## config.mk

```make
export PLATFORM = sky130hd
export DESIGN_NAME = mf3_median9
export DESIGN_NICKNAME = d
export VERILOG_FILES = /design/src/sv/mf3_pkg.sv /design/src/sv/mf3_median9.sv
export SDC_FILE = /design/constraint.sdc
export NUM_CORES = 1
export LEC_CHECK = 0
export ABC_CLOCK_PERIOD_IN_PS = 31100
export BUFFER_PORTS_ARGS = -buffer_cell sky130_fd_sc_hd__buf_2
export CORE_UTILIZATION = 52
export DETAILED_ROUTE_END_ITERATION = 16
export PLACE_DENSITY = 0.74
export SLEW_MARGIN = 20
export SYNTH_ARGS = -nofsm -noshare
export SYNTH_HDL_FRONTEND = slang
export SYNTH_SLANG_ARGS = --single-unit
```

## constraint.sdc

```tcl
create_clock -name vclk -period 31.1
set_clock_uncertainty 0.05 [all_clocks]
set_input_delay 6.22 -clock vclk [all_inputs]
set_output_delay 6.22 -clock vclk [all_outputs]
set_load 0.01 [all_outputs]
```

## src/sv/mf3_pkg.sv

```systemverilog
`default_nettype none
// ----------------------------------------------------------------------------
// mf3_pkg
// Shared widths, reset values, register indexes and types of the 3x3 median
// filter.
// ----------------------------------------------------------------------------
package mf3_pkg;

  localparam int PIX_W         = 8;
  localparam int CFG_WIDTH_W   = 12;
  localparam int CFG_HEIGHT_W  = 13;
  localparam int CFG_DATA_W    = 13;
  localparam int CFG_IDX_W     = 2;
  localparam int CCOL_W        = 11;
  localparam int ROW_W         = 12;
  localparam int DEF_MAX_WIDTH = 2048;

  localparam logic [CFG_WIDTH_W-1:0]  DEF_IMAGE_WIDTH  = 12'd640;
  localparam logic [CFG_HEIGHT_W-1:0] DEF_IMAGE_HEIGHT = 13'd480;
  localparam logic [CFG_HEIGHT_W-1:0] HEIGHT_LIMIT     = 13'd4096;

  localparam logic [CFG_IDX_W-1:0] REG_IMAGE_WIDTH  = 2'd0;
  localparam logic [CFG_IDX_W-1:0] REG_IMAGE_HEIGHT = 2'd1;

  typedef logic [PIX_W-1:0] pix_t;
  typedef logic [8:0][PIX_W-1:0] win_t;

  typedef struct packed {
    logic              emit;
    logic              last;
    logic [CCOL_W-1:0] ccol;
    logic [ROW_W-1:0]  crow;
  } pos_t;

endpackage
`default_nettype wire

```

## src/sv/mf3_median9.sv

```systemverilog
`default_nettype none
// ----------------------------------------------------------------------------
// mf3_median9
// Nineteen-exchange selection network giving the median of nine pixels.
// ----------------------------------------------------------------------------
module mf3_median9 (
  input  wire mf3_pkg::win_t win,
  output mf3_pkg::pix_t      median
);

  import mf3_pkg::*;

  function automatic win_t xchg(win_t p, logic [3:0] a, logic [3:0] b);
    win_t q;
    q = p;
    if (p[a] > p[b]) begin
      q[a] = p[b];
      q[b] = p[a];
    end
    return q;
  endfunction

  win_t p;

  always_comb begin
    p = win;
    p = xchg(p, 4'd1, 4'd2);
    p = xchg(p, 4'd4, 4'd5);
    p = xchg(p, 4'd7, 4'd8);
    p = xchg(p, 4'd0, 4'd1);
    p = xchg(p, 4'd3, 4'd4);
    p = xchg(p, 4'd6, 4'd7);
    p = xchg(p, 4'd1, 4'd2);
    p = xchg(p, 4'd4, 4'd5);
    p = xchg(p, 4'd7, 4'd8);
    p = xchg(p, 4'd0, 4'd3);
    p = xchg(p, 4'd5, 4'd8);
    p = xchg(p, 4'd4, 4'd7);
    p = xchg(p, 4'd3, 4'd6);
    p = xchg(p, 4'd1, 4'd4);
    p = xchg(p, 4'd2, 4'd5);
    p = xchg(p, 4'd4, 4'd7);
    p = xchg(p, 4'd4, 4'd2);
    p = xchg(p, 4'd6, 4'd4);
    p = xchg(p, 4'd4, 4'd2);
    median = p[4];
  end

endmodule
`default_nettype wire

```

-- After elaboration in Yosys (flattened, before gate mapping)
Cells that the tools add are included.
- magnitude comparators: 19
- multiplexer cells: 21
- operators with widths (operator ; number):
    $gt 8x8->1 ; 19
    $mux 16 ; 9
    $mux 8 ; 12
- bits in registers: 0
- word-level logic and storage cells: 40

-- Longest topological paths before layout
- depth after elaboration: 18
- depth in mapped cells: 100
- gate-level depth less buffers: 91

-- Worst setup path before layout
No wires, ideal clock.
- path type: input port to output port
- from: in win[71] (netlist bit)
- to: out median[0]
- data arrival time: 21.193 ns
- slack: 3.637 ns
- cell stages on the path: 87
- path buffers: 9
- cell sequence: inv_1 -> ha_1 -> nand4_1 -> nor2_1 -> nor2_1 -> nor2_2 -> clkbuf_1 -> a21oi_1 -> ha_1 -> nand4_1 -> o21ai_0 -> o221ai_1 -> o21a_1 -> buf_6 -> clkbuf_1 -> o21ai_0 -> inv_1 -> ha_1 -> [... 51 more ...] -> nand4_1 -> a211o_1 -> o41ai_1 -> a21oi_2 -> nor2_8 -> buf_2 -> o21ai_1 -> ha_1 -> o21a_1 -> o21ai_0 -> nand2b_1 -> a21oi_1 -> o21ai_0 -> o21a_1 -> nand2_1 -> inv_1 -> o2bb2ai_1 -> nor4_1
- longest elaborated chain between the ends: 18
- elaborated cells on any way between the ends: 26
- ends and longest elaborated chain (item ; RTL line ; RTL):
    from (decl) ; mf3_median9.sv:7 ; input wire mf3_pkg::win_t win,
    $gt 8x8->1 ; mf3_median9.sv:16 ; if (p[a] > p[b]) begin
    $mux 16 * ; mf3_median9.sv:16 ;
    $gt 8x8->1 ; mf3_median9.sv:16 ;
    $mux 16 ; mf3_median9.sv:16 ;
    $gt 8x8->1 ; mf3_median9.sv:16 ;
    $mux 16 ; mf3_median9.sv:16 ;
    $gt 8x8->1 ; mf3_median9.sv:16 ;
    $mux 8 ; mf3_median9.sv:16 ;
    [... 2 more ...] ; - ;
    $gt 8x8->1 ; mf3_median9.sv:16 ;
    $mux 8 ; mf3_median9.sv:16 ;
    $gt 8x8->1 ; mf3_median9.sv:16 ;
    $mux 8 ; mf3_median9.sv:16 ;
    $gt 8x8->1 ; mf3_median9.sv:16 ;
    $mux 8 ; mf3_median9.sv:16 ;
    $gt 8x8->1 ; mf3_median9.sv:16 ;
    $mux 8 * ; mf3_median9.sv:16 ;
    to (decl) ; mf3_median9.sv:8 ; output mf3_pkg::pix_t median
Every way passes the cells marked *; elsewhere a longest branch is shown, timed or not.

-- Worst setup path in the final report
- from: in win[41] (netlist bit)
- to: out median[3]
The elaborated chain is that of the path after synthesis.

==> out/results.tsv <==
metric	value	unit
number of fill cells in the layout	1312	
pin count of the biggest net entering global routing	33	
endpoint kind of the worst setup timing path	output pin	
area of the multi-input gates	0.00644	mm2
initial antenna violation count	0	
combinational family with the most area after synthesis	compound AO/OA/AOI/OAI gates	
fraction of final layout cells with drive strength greater than 1	13.0	%
CP Launch Point	win[41]	
synth top area cells	ha_1 (27%), a21oi_1 (8.5%), mux2i_1 (7.7%)	
Pre-antenna DRT Iters	5	
biggest fanout along the worst timing path	26	
number of hold-repair buffers added at the cts stage	0	
die extent in x	117	um
Adder-Cell Fraction of Synth Area	26.6	%
average size of a mapped cell	6.74	um2
slowest stage cell, crit path	or4_1	
total via count after detailed routing	7474	
worst setup slack after placement	1840	ps
Nets	1297	
Avg WL per Cell	15.5	um
starting utilization of the core area	54.1	%
xor and xnor area share after synthesis	0.253	%
cell accounting for the most synthesized area	ha_1	
die span in y	117	um
unrepaired setup endpoints after global routing	no	
CORE AREA	0.0128	mm2
register area	0	um2
sequential-to-total area share from yosys stat	0	%
Yosys top cell area share	26.6	%
cell occurring most often along the worst timing path	o21ai_0	
number of buffers added on ports	80	
final number of max-transition violations	0	
number of distinct library cell variants in the gate-level netlist after synthesis	67	
timing-limited maximum frequency	0.0341	GHz
clock buffer count	0	
post-synthesis cell area	0.00691	mm2
number of remaining DRC errors	0	
commonest cells after routing, fill and taps aside	ha_1 (147), a21oi_1 (115), nand2_1 (95), nor2_1 (93), o21ai_0 (93)	
Rel. slew slack	31.8	%
number of global-route vias before repair	7025	
overall die area	0.0138	mm2
HPWL after detailed placement	16.5	mm
gr usage total	27.8	%
Final Critical Period	29350	ps
arrival time of the worst setup path	23080	ps
delay of the slowest critical-path stage	600	ps
gr ovfl total	0	
Compound-Gate Fraction of Synth Area	31.0	%
Antenna Nets Post-Route	0	
outcome	finished, final reports clean	
portion of the clock cycle consumed by the worst path in the final layout	94.4	%
area added between synthesis and finish	7.46	%
cts repair resizes	0	
actual slew at the worst max-slew pin	1020	ps
setup tns final	0	ps
first-pass GRT wire length	32.6	mm
initial DRC count	557	
post-CTS setup buffers	0	
Buf+Inv Stages, Crit Path	7	
final hold viol count	0	
drt total wl	19.3	mm
origin of the worst min-delay path	win[52]	
antenna fix cells	0	
path type of the worst min-delay path	in -> out	
required time of the worst setup path	24830	ps
family with the most delay on the worst path	compound AO/OA/AOI/OAI gates	
Yosys warning total	0	
placement row count	41	
post-layout utilization of the core	58.2	%
Seq cells	0	
final critical-path setup slack	1750	ps
count of pins on the block boundary	80	
max-cap check violation count	0	
type of the worst setup path	in -> out	
post-synthesis share of cell area spent on and, or, nand and nor gates	22.8	%
fraction of synthesized area in multiplexers	12.3	%
per-cell via count in the routed design	5.99	
commonest non-fill, non-tap cell in the layout	ha_1	
Worst setup SP type	input pin	
Final setup viols	0	
synthesized instance count	1026	
Routability Congestion	1.03	
nets in the synthesized netlist	1245	
path summary, 6_finish.rpt:
check / end / slack, ps / depth (start not counted)
worst max-delay path: median[3] / 1750 / 80
worst min-delay path: median[4] / 13190 / 5
kinds of logic after synthesis:
family / count (synthesis)
AO/OA/AOI/OAI: 343
XOR/XNOR: 2
adder cells (fa/ha/maj): 147
buffers and inverters: 124
multiplexers: 81
AND/OR/NAND/NOR: 329
synthesized netlist by cell type (3+ instances only):
| cell | number |
|---|---|
| nor2_1 | 93 |
| a221oi_1 | 3 |
| or3_1 | 10 |
| nor3b_1 | 3 |
| a21oi_1 | 117 |
| and3_1 | 12 |
| nor2b_1 | 14 |
| mux2i_1 | 53 |
| ha_1 | 147 |
| inv_1 | 88 |
| o21a_1 | 33 |
| a31oi_1 | 5 |
| o22ai_1 | 3 |
| mux2_2 | 26 |
| and4_1 | 3 |
| o21ai_1 | 9 |
| o21bai_1 | 5 |
| nand2b_1 | 17 |
| nand2_1 | 95 |
| nor3_1 | 13 |
| o21ai_0 | 95 |
| nand4_1 | 14 |
| nand3_1 | 32 |
| a21o_1 | 31 |
| and2_1 | 4 |
| clkbuf_1 | 27 |
| o22a_1 | 3 |
| a211oi_1 | 7 |
| o211a_1 | 3 |
| or2_1 | 5 |
| nor4_1 | 3 |
| buf_2 | 4 |
metrics by stage:
| stage | cell area, um2 | std cells | hold slack, ps |
|---|---|---|---|
| 6_report | 7430 | 1248 | 13190 |
| 5_1_grt | 7430 | 1248 | 13290 |
| 4_1_cts | 7420 | 1248 | 13180 |
| 3_5_place_dp | 7420 | 1248 | 13190 |
| 3_3_place_gp | 7420 | 1248 | 13160 |
| 2_1_floorplan | 6910 | 1026 | 12870 |
layout make-up:
type | count | area share, %
multi-input cells | 902 | 86.7
repair buffers | 86 | 6.00
well taps | 172 | 2.90
inverters | 88 | 4.45
per-layer routing:
layer | track usage [%] | vias up | share of wire, %
met3 | 1.61 | 26 | 6.6
met2 | 47.8 | 265 | 45
li1 | - | 3845 | -
met4 | 5.28 | 0 | 1.9
met1 | 38.2 | 3338 | 47
met5 | 0 | - | 0
Power is not shown: default switching activity piles up to over one toggle a cycle in this logic, so the estimate is an artifact.
