===== config.mk =====
export PLATFORM = sky130hd
export DESIGN_NAME = mf3_raster
export DESIGN_NICKNAME = d
export VERILOG_FILES = /design/src/sv/mf3_pkg.sv /design/src/sv/mf3_raster.sv
export SDC_FILE = /design/constraint.sdc
export NUM_CORES = 1
export LEC_CHECK = 0
export BUFFER_PORTS_ARGS = -buffer_cell sky130_fd_sc_hd__buf_2
export CAP_MARGIN = 10
export CORE_UTILIZATION = 56
export CTS_CLUSTER_DIAMETER = 150
export DETAILED_ROUTE_END_ITERATION = 10
export PLACE_DENSITY = 0.91
export SETUP_SLACK_MARGIN = 0.5
export SYNTH_ARGS = -nofsm -noshare
export SYNTH_HDL_FRONTEND = slang
export SYNTH_SLANG_ARGS = --single-unit

===== constraint.sdc =====
create_clock -name clk -period 3.25 [get_ports clk]
set_input_delay 0.1625 -clock clk [delete_from_list [all_inputs] [get_ports clk]]
set_output_delay 0.1625 -clock clk [all_outputs]
set_load 0.02 [all_outputs]

===== src/sv/mf3_pkg.sv =====
`default_nettype none
// ----------------------------------------------------------------------------
// mf3_pkg
// Shared widths, reset values, register indexes and types of the 3x3 median
// filter.
// ----------------------------------------------------------------------------
package mf3_pkg;

  localparam int PIX_W         = 8;
  localparam int CFG_WIDTH_W   = 12;
  localparam int CFG_HEIGHT_W  = 13;
  localparam int CFG_DATA_W    = 13;
  localparam int CFG_IDX_W     = 2;
  localparam int CCOL_W        = 11;
  localparam int ROW_W         = 12;
  localparam int DEF_MAX_WIDTH = 2048;

  localparam logic [CFG_WIDTH_W-1:0]  DEF_IMAGE_WIDTH  = 12'd640;
  localparam logic [CFG_HEIGHT_W-1:0] DEF_IMAGE_HEIGHT = 13'd480;
  localparam logic [CFG_HEIGHT_W-1:0] HEIGHT_LIMIT     = 13'd4096;

  localparam logic [CFG_IDX_W-1:0] REG_IMAGE_WIDTH  = 2'd0;
  localparam logic [CFG_IDX_W-1:0] REG_IMAGE_HEIGHT = 2'd1;

  typedef logic [PIX_W-1:0] pix_t;
  typedef logic [8:0][PIX_W-1:0] win_t;

  typedef struct packed {
    logic              emit;
    logic              last;
    logic [CCOL_W-1:0] ccol;
    logic [ROW_W-1:0]  crow;
  } pos_t;

endpackage
`default_nettype wire


===== src/sv/mf3_raster.sv =====
`default_nettype none
// ----------------------------------------------------------------------------
// mf3_raster
// Column and row counters of the incoming pixel, frame size clamping and the
// interior-pixel decision with centre coordinates.
// ----------------------------------------------------------------------------
module mf3_raster #(
  parameter int MAX_WIDTH = 2048
) (
  input  wire logic                                clk,
  input  wire logic                                rst_n,
  input  wire logic [mf3_pkg::CFG_WIDTH_W-1:0]     image_width,
  input  wire logic [mf3_pkg::CFG_HEIGHT_W-1:0]    image_height,
  input  wire logic                                advance,
  output logic      [$clog2(MAX_WIDTH)-1:0]        col,
  output mf3_pkg::pos_t                            pos
);

  import mf3_pkg::*;

  localparam int CW = $clog2(MAX_WIDTH);
  localparam int XW = ((CW > CFG_WIDTH_W) ? CW : CFG_WIDTH_W) + 1;
  localparam logic [XW-1:0] MAX_W_X = XW'(MAX_WIDTH);

  logic [CW-1:0]           col_r, col_nxt;
  logic [ROW_W-1:0]        row_r, row_nxt;
  logic [XW-1:0]           w_eff, c_x, c_1;
  logic [CFG_HEIGHT_W-1:0] h_eff, r_x, r_1;

  always_comb begin
    w_eff = XW'(image_width);
    if (w_eff > MAX_W_X) begin
      w_eff = MAX_W_X;
    end
    if (w_eff == '0) begin
      w_eff = XW'(1);
    end
    h_eff = image_height;
    if (h_eff > HEIGHT_LIMIT) begin
      h_eff = HEIGHT_LIMIT;
    end
    if (h_eff == '0) begin
      h_eff = CFG_HEIGHT_W'(1);
    end
  end

  assign c_x = XW'(col_r);
  assign c_1 = c_x + XW'(1);
  assign r_x = CFG_HEIGHT_W'(row_r);
  assign r_1 = r_x + CFG_HEIGHT_W'(1);

  always_comb begin
    pos.emit = (w_eff >= XW'(3)) && (h_eff >= CFG_HEIGHT_W'(3)) &&
               (c_x >= XW'(2)) && (r_x >= CFG_HEIGHT_W'(2)) &&
               (c_x < w_eff) && (r_x < h_eff);
    pos.last = (c_1 == w_eff) && (r_1 == h_eff);
    pos.ccol = CCOL_W'(c_x - XW'(1));
    pos.crow = row_r - ROW_W'(1);
  end

  always_comb begin
    col_nxt = col_r;
    row_nxt = row_r;
    if (advance) begin
      if (c_1 >= w_eff) begin
        col_nxt = '0;
        row_nxt = (r_1 >= h_eff) ? '0 : r_1[ROW_W-1:0];
      end else begin
        col_nxt = c_1[CW-1:0];
      end
    end
  end

  always_ff @(posedge clk) begin
    if (!rst_n) begin
      col_r <= '0;
      row_r <= '0;
    end else begin
      col_r <= col_nxt;
      row_r <= row_nxt;
    end
  end

  assign col = col_r;

endmodule
`default_nettype wire


Word-level counts from Yosys, hierarchy flattened
Cells that the tools add are included.
{ "word_totals": {"regBits": 23, "wordCells": 33} }
{ "classes": {"add_sub_neg": 4, "magnitude_cmp": 10, "n_eq_ne": 2, "n_mux": 6, "reduce_logical": 9} }
{ "op_table": {"columns": ["cell", "count"], "rows": [
  ["$mux 13", 3],
  ["$ge 13x2->1 const B", 2],
  ["$logic_not 13->1", 2],
  ["$mux 12", 2],
  ["$add 12x1->13 const B", 1],
  ["$eq 12x13->1", 1],
  ["$eq 13x13->1", 1],
  ["$ge 12x13->1", 1],
  ["$ge 13x13->1", 1],
  ["$gt 13x13->1 const B", 1],
  ["$lt 11x13->1", 1],
  ["$lt 12x13->1", 1],
  ["$add 11x1->12 const B", 1],
  ["$ge 12x2->1 const B", 1],
  ["$gt 12x12->1 const B", 1],
  ["$sub 12x1->12 const B", 1],
  ["$ge 11x2->1 const B", 1],
  ["$mux 11", 1],
  ["$sub 11x1->11 const B", 1],
  ["$logic_and 1x1->1", 6],
  ["$reduce_and 2->1", 1]
]} }

Depth between registers and ports, before layout
{ "depth": {"word_depth": 10, "ltp_mapped": 13} }

Least setup slack after synthesis
Ideal clock, no wire load.
{ "synth_timing": {"kind": "reg-to-output", "startpoint": "reg row_r[1]", "endpoint": "out pos[23] (netlist name)", "t_arrival_ns": 2.928, "t_required_ns": 3.087, "setup_slack_ns": 0.160, "stages_incl_launch_ff": 10, "path_buffers": 0, "path_cell_list": "dfxtp_1 > ha_1 > and3_1 > nand3_1 > nor2_1 > xor2_1 > ha_1 > nand4_1 > or4_1 > nor4_1"} }
{ "synth_rtl": {"columns": ["item", "line", "text"], "rows": [
  ["start, declared", "mf3_raster.sv:26", "logic [ROW_W-1:0] row_r, row_nxt;"],
  ["start signal, assigned", "mf3_raster.sv:80", "row_r <= row_nxt;"],
  ["end, declared", "mf3_raster.sv:16", "output mf3_pkg::pos_t pos"]
]} }

Worst setup path after layout
{ "layout_timing": {"startpoint": "reg col_r[0] (netlist: col[0])", "endpoint": "reg col_r[5] (netlist: col[5])"} }
{ "layout_via": {"elab_chain_len": 3} }
{ "layout_rtl": {"columns": ["item", "line", "text"], "rows": [
  ["start, declared", "mf3_raster.sv:25", "logic [CW-1:0] col_r, col_nxt;"],
  ["start signal, assigned", "mf3_raster.sv:79", "col_r <= col_nxt;"],
  ["$add 11x1->12 (*)", "mf3_raster.sv:48", "assign c_1 = c_x + XW'(1);"],
  ["$ge 12x13->1", "mf3_raster.sv:65", "if (c_1 >= w_eff) begin"],
  ["$mux 11 (*)", "mf3_raster.sv:65", null]
]} }
Every way passes the cells marked *; elsewhere a longest branch is shown, timed or not.
A chain may end at the register's enable or synchronous reset.

==> reports/results.ini <==
[logic_synthesis]
synth_nets = 484
ys_seq_area_frac = 0.1497
synth.area.top_cells = ha_1 (22%), dfxtp_1 (15%), nand2_1 (7.0%)
syn_area_per_cell_um2 = 7.650
ys.flop_type = dfxtp_1
synth-edff-count = 0
ys_ff_latch = 23
async_flop_share = 0
synth_top_area_frac = 0.2197
ys_warn_count = 0
syn_area_um2 = 3075
syn_inst = 402
synth.largest_area_cell = ha_1
synth_cell_types = 56

[sta]
max_freq_mhz = 307.1
slew_headroom = 0.5126
hold_ws_ns = 0.2068
finalCritPeriodShare = 1.002
period_minus_slack_ns = 3.256
setup_violations = 1
rsz0062_at_grt = true
fin_ws_ns = -0.005967
worst_pin_slew_ns = 0.7303
slew_viol_final = 0
finalHoldViolations = 0
skew_ns = 0.004194

[final_layout]
drive_above_1_share = 0.3828
final_nets = 582
final_util = 0.8079
regArea_um2 = 499.2
multi_input_area_um2 = 2793
antenna_cells = 0
syn2layout_area_growth_pct = 36.74
n_fill_cell = 296

[clocking]
cts_tree = built
clock-sinks = 23
clk_pin_slew_worst_paths_ns = 0.09
cts_buffers = 3
root_buffer = clkbuf_8
htree_levels = 1
clk_path_buf_depth = 2
clkLatencyLatePin_ns = 0.28

[run_status]
status = finished, violations left
violations = setup timing

[critical_path]
arrival_ns = 3.38
timing_worst_setup_path_type = reg -> reg
worstPathRequired_ns = 3.37
cp-end-kind = flop
cp_max_fo = 7
worst_setup_path_start_kind = flop

[detailed_routing]
ant_nets = 0
drc = 0
drt_iter0_drc = 462
totalWireLength_um = 13060
vias = 3997
routed_via_density = 7.025
wl_per_cell_um = 22.95
drtPass1Iterations = 5

[grt]
antenna_found_initial = 0
grt_usage = 0.3587
grt_max_degree = 21
grt_pass1_wl_um = 16860
grt_pass1_vias = 3567
overflow = 0

[run]
drv_cap = 0

[die]
coreArea_um2 = 5205
die_h_um = 76.11
rows = 26
initial_core_util = 0.5909
num_io_pins = 64
die_width_um = 76.11
die-area_um2 = 5792

[min_path]
hp-class = in -> reg

[placed_design]
dp_hpwl_um = 7036
place.gp.congestion = 0.9048
io_buffers = 63
place_ws_ns = 0.02717

[power_and_ir_drop]
p_per_area_nw_per_um2 = 188.3
irDropWorstVdd_mv = 0.2143
leakagePower_nw = 1.906

routing by layer:
layer  up-vias  GRT usage  part of all wire
li1       1665          -                 -
met1      1832     0.3990              0.35
met2       378     0.6309              0.45
met3       122    0.04551              0.11
met4         0     0.2558             0.090
met5         -          0                 0
kinds of logic (layout without fill, tap and decap cells):
kind of cell	after synthesis	count (layout)	share of synthesized area
simple gates	173	174	0.2893
compound gates	78	78	0.1810
fa+ha+maj	54	54	0.2197
xor+xnor	37	37	0.1054
buf+inv	37	133	0.05492
flops	23	23	0.1497
cell usage in the layout, fill, tap and decap left out, drive strengths merged, types with 5 or more instances in the layout:
cell / netlist / routed
nor2: 24 / 24
nor3: 13 / 14
xnor2: 22 / 22
nand3: 20 / 20
inv: 14 / 14
o22ai: 5 / 5
a32oi: 5 / 5
buf: 10 / 114
nand4: 12 / 12
and4: 5 / 5
or3: 7 / 7
and3: 5 / 5
nor2b: 6 / 6
xor2: 15 / 15
nor4: 8 / 8
a21oi: 29 / 29
ha: 54 / 54
dfxtp: 23 / 23
o21ai: 10 / 10
nand2: 58 / 58
Yosys cell counts (3+ instances only):
cell	instances
nor4_1	7
ha_1	54
nor2b_1	6
dfxtp_1	23
nand2b_1	4
nand3_1	20
xnor2_1	22
and3_1	5
or3_1	6
inv_1	14
nor2_1	24
nand4b_1	4
and4_1	5
a32oi_1	5
o22ai_1	5
nand2_1	57
nand4_1	12
xor2_1	15
a21oi_1	26
nor3_1	11
o31ai_1	3
or4_1	3
o21ai_0	9
buf_2	6
o21a_1	3
a21oi_2	3
clkbuf_1	12
state kept, by name, indices dropped and copies added, names as in the netlist:
| name | flops |
|---|---|
| col | 11 |
| row_r | 12 |
power by group:
group          internal (W)  switching, W  total, W
Clock             0.0000884      0.000114  0.000203
Sequential         0.000278    0.00000426  0.000283
Combinational      0.000114      0.000192  0.000306
timing repair:
item,4_1_cts,5_1_grt
gates cloned,1,1
hold buffers,0,0
buffers inserted,15,20
pin swaps,23,23
resized for setup,37,46
endpoints found under the setup margin,24,25
stage by stage:
step / cells / total power [W] / instance area [um^2] / setup TNS (ns)
finish: 569 / 0.0007918 / 4205 / -0.005967
CTS: 548 / 0.0007251 / 3845 / 0
global route: 569 / 0.0008195 / 4205 / -0.01234
floorplan: 402 / 0.0004541 / 3117 / 0
detailed placement: 528 / 0.0005335 / 3516 / 0
global placement: 528 / 0.0005234 / 3516 / 0
worst max-delay path, cell delays in order, from the launching register on:
cell      delay (ns)
dfxtp_4         0.39
ha_4            0.15
nand3_4         0.10
nor2_4          0.16
nand4_1         0.19
xnor2_2         0.20
ha_1            0.34
a211oi_2        0.23
o21a_2          0.23
nor2_4          0.06
o31ai_4         0.34
buf_6           0.18
nand4_1         0.11
a31oi_1         0.44
final timing paths:
kind             from        to  slack (ns)  cells past startpoint
max reg2reg    col[0]    col[5]      -0.006                     13
min           advance    col[3]        0.21                      3
max            col[0]    col[5]      -0.006                     13
min reg2reg  row_r[0]  row_r[0]        0.51                      2
cell type report:
type | instances | area share
inverter | 15 | 0.01339
timing repair buffer | 114 | 0.1723
tap | 70 | 0.02083
clock buffer | 4 | 0.01071
sequential | 23 | 0.1187
multi-input combinational | 343 | 0.6641
Power figures use the tool's default switching activity.
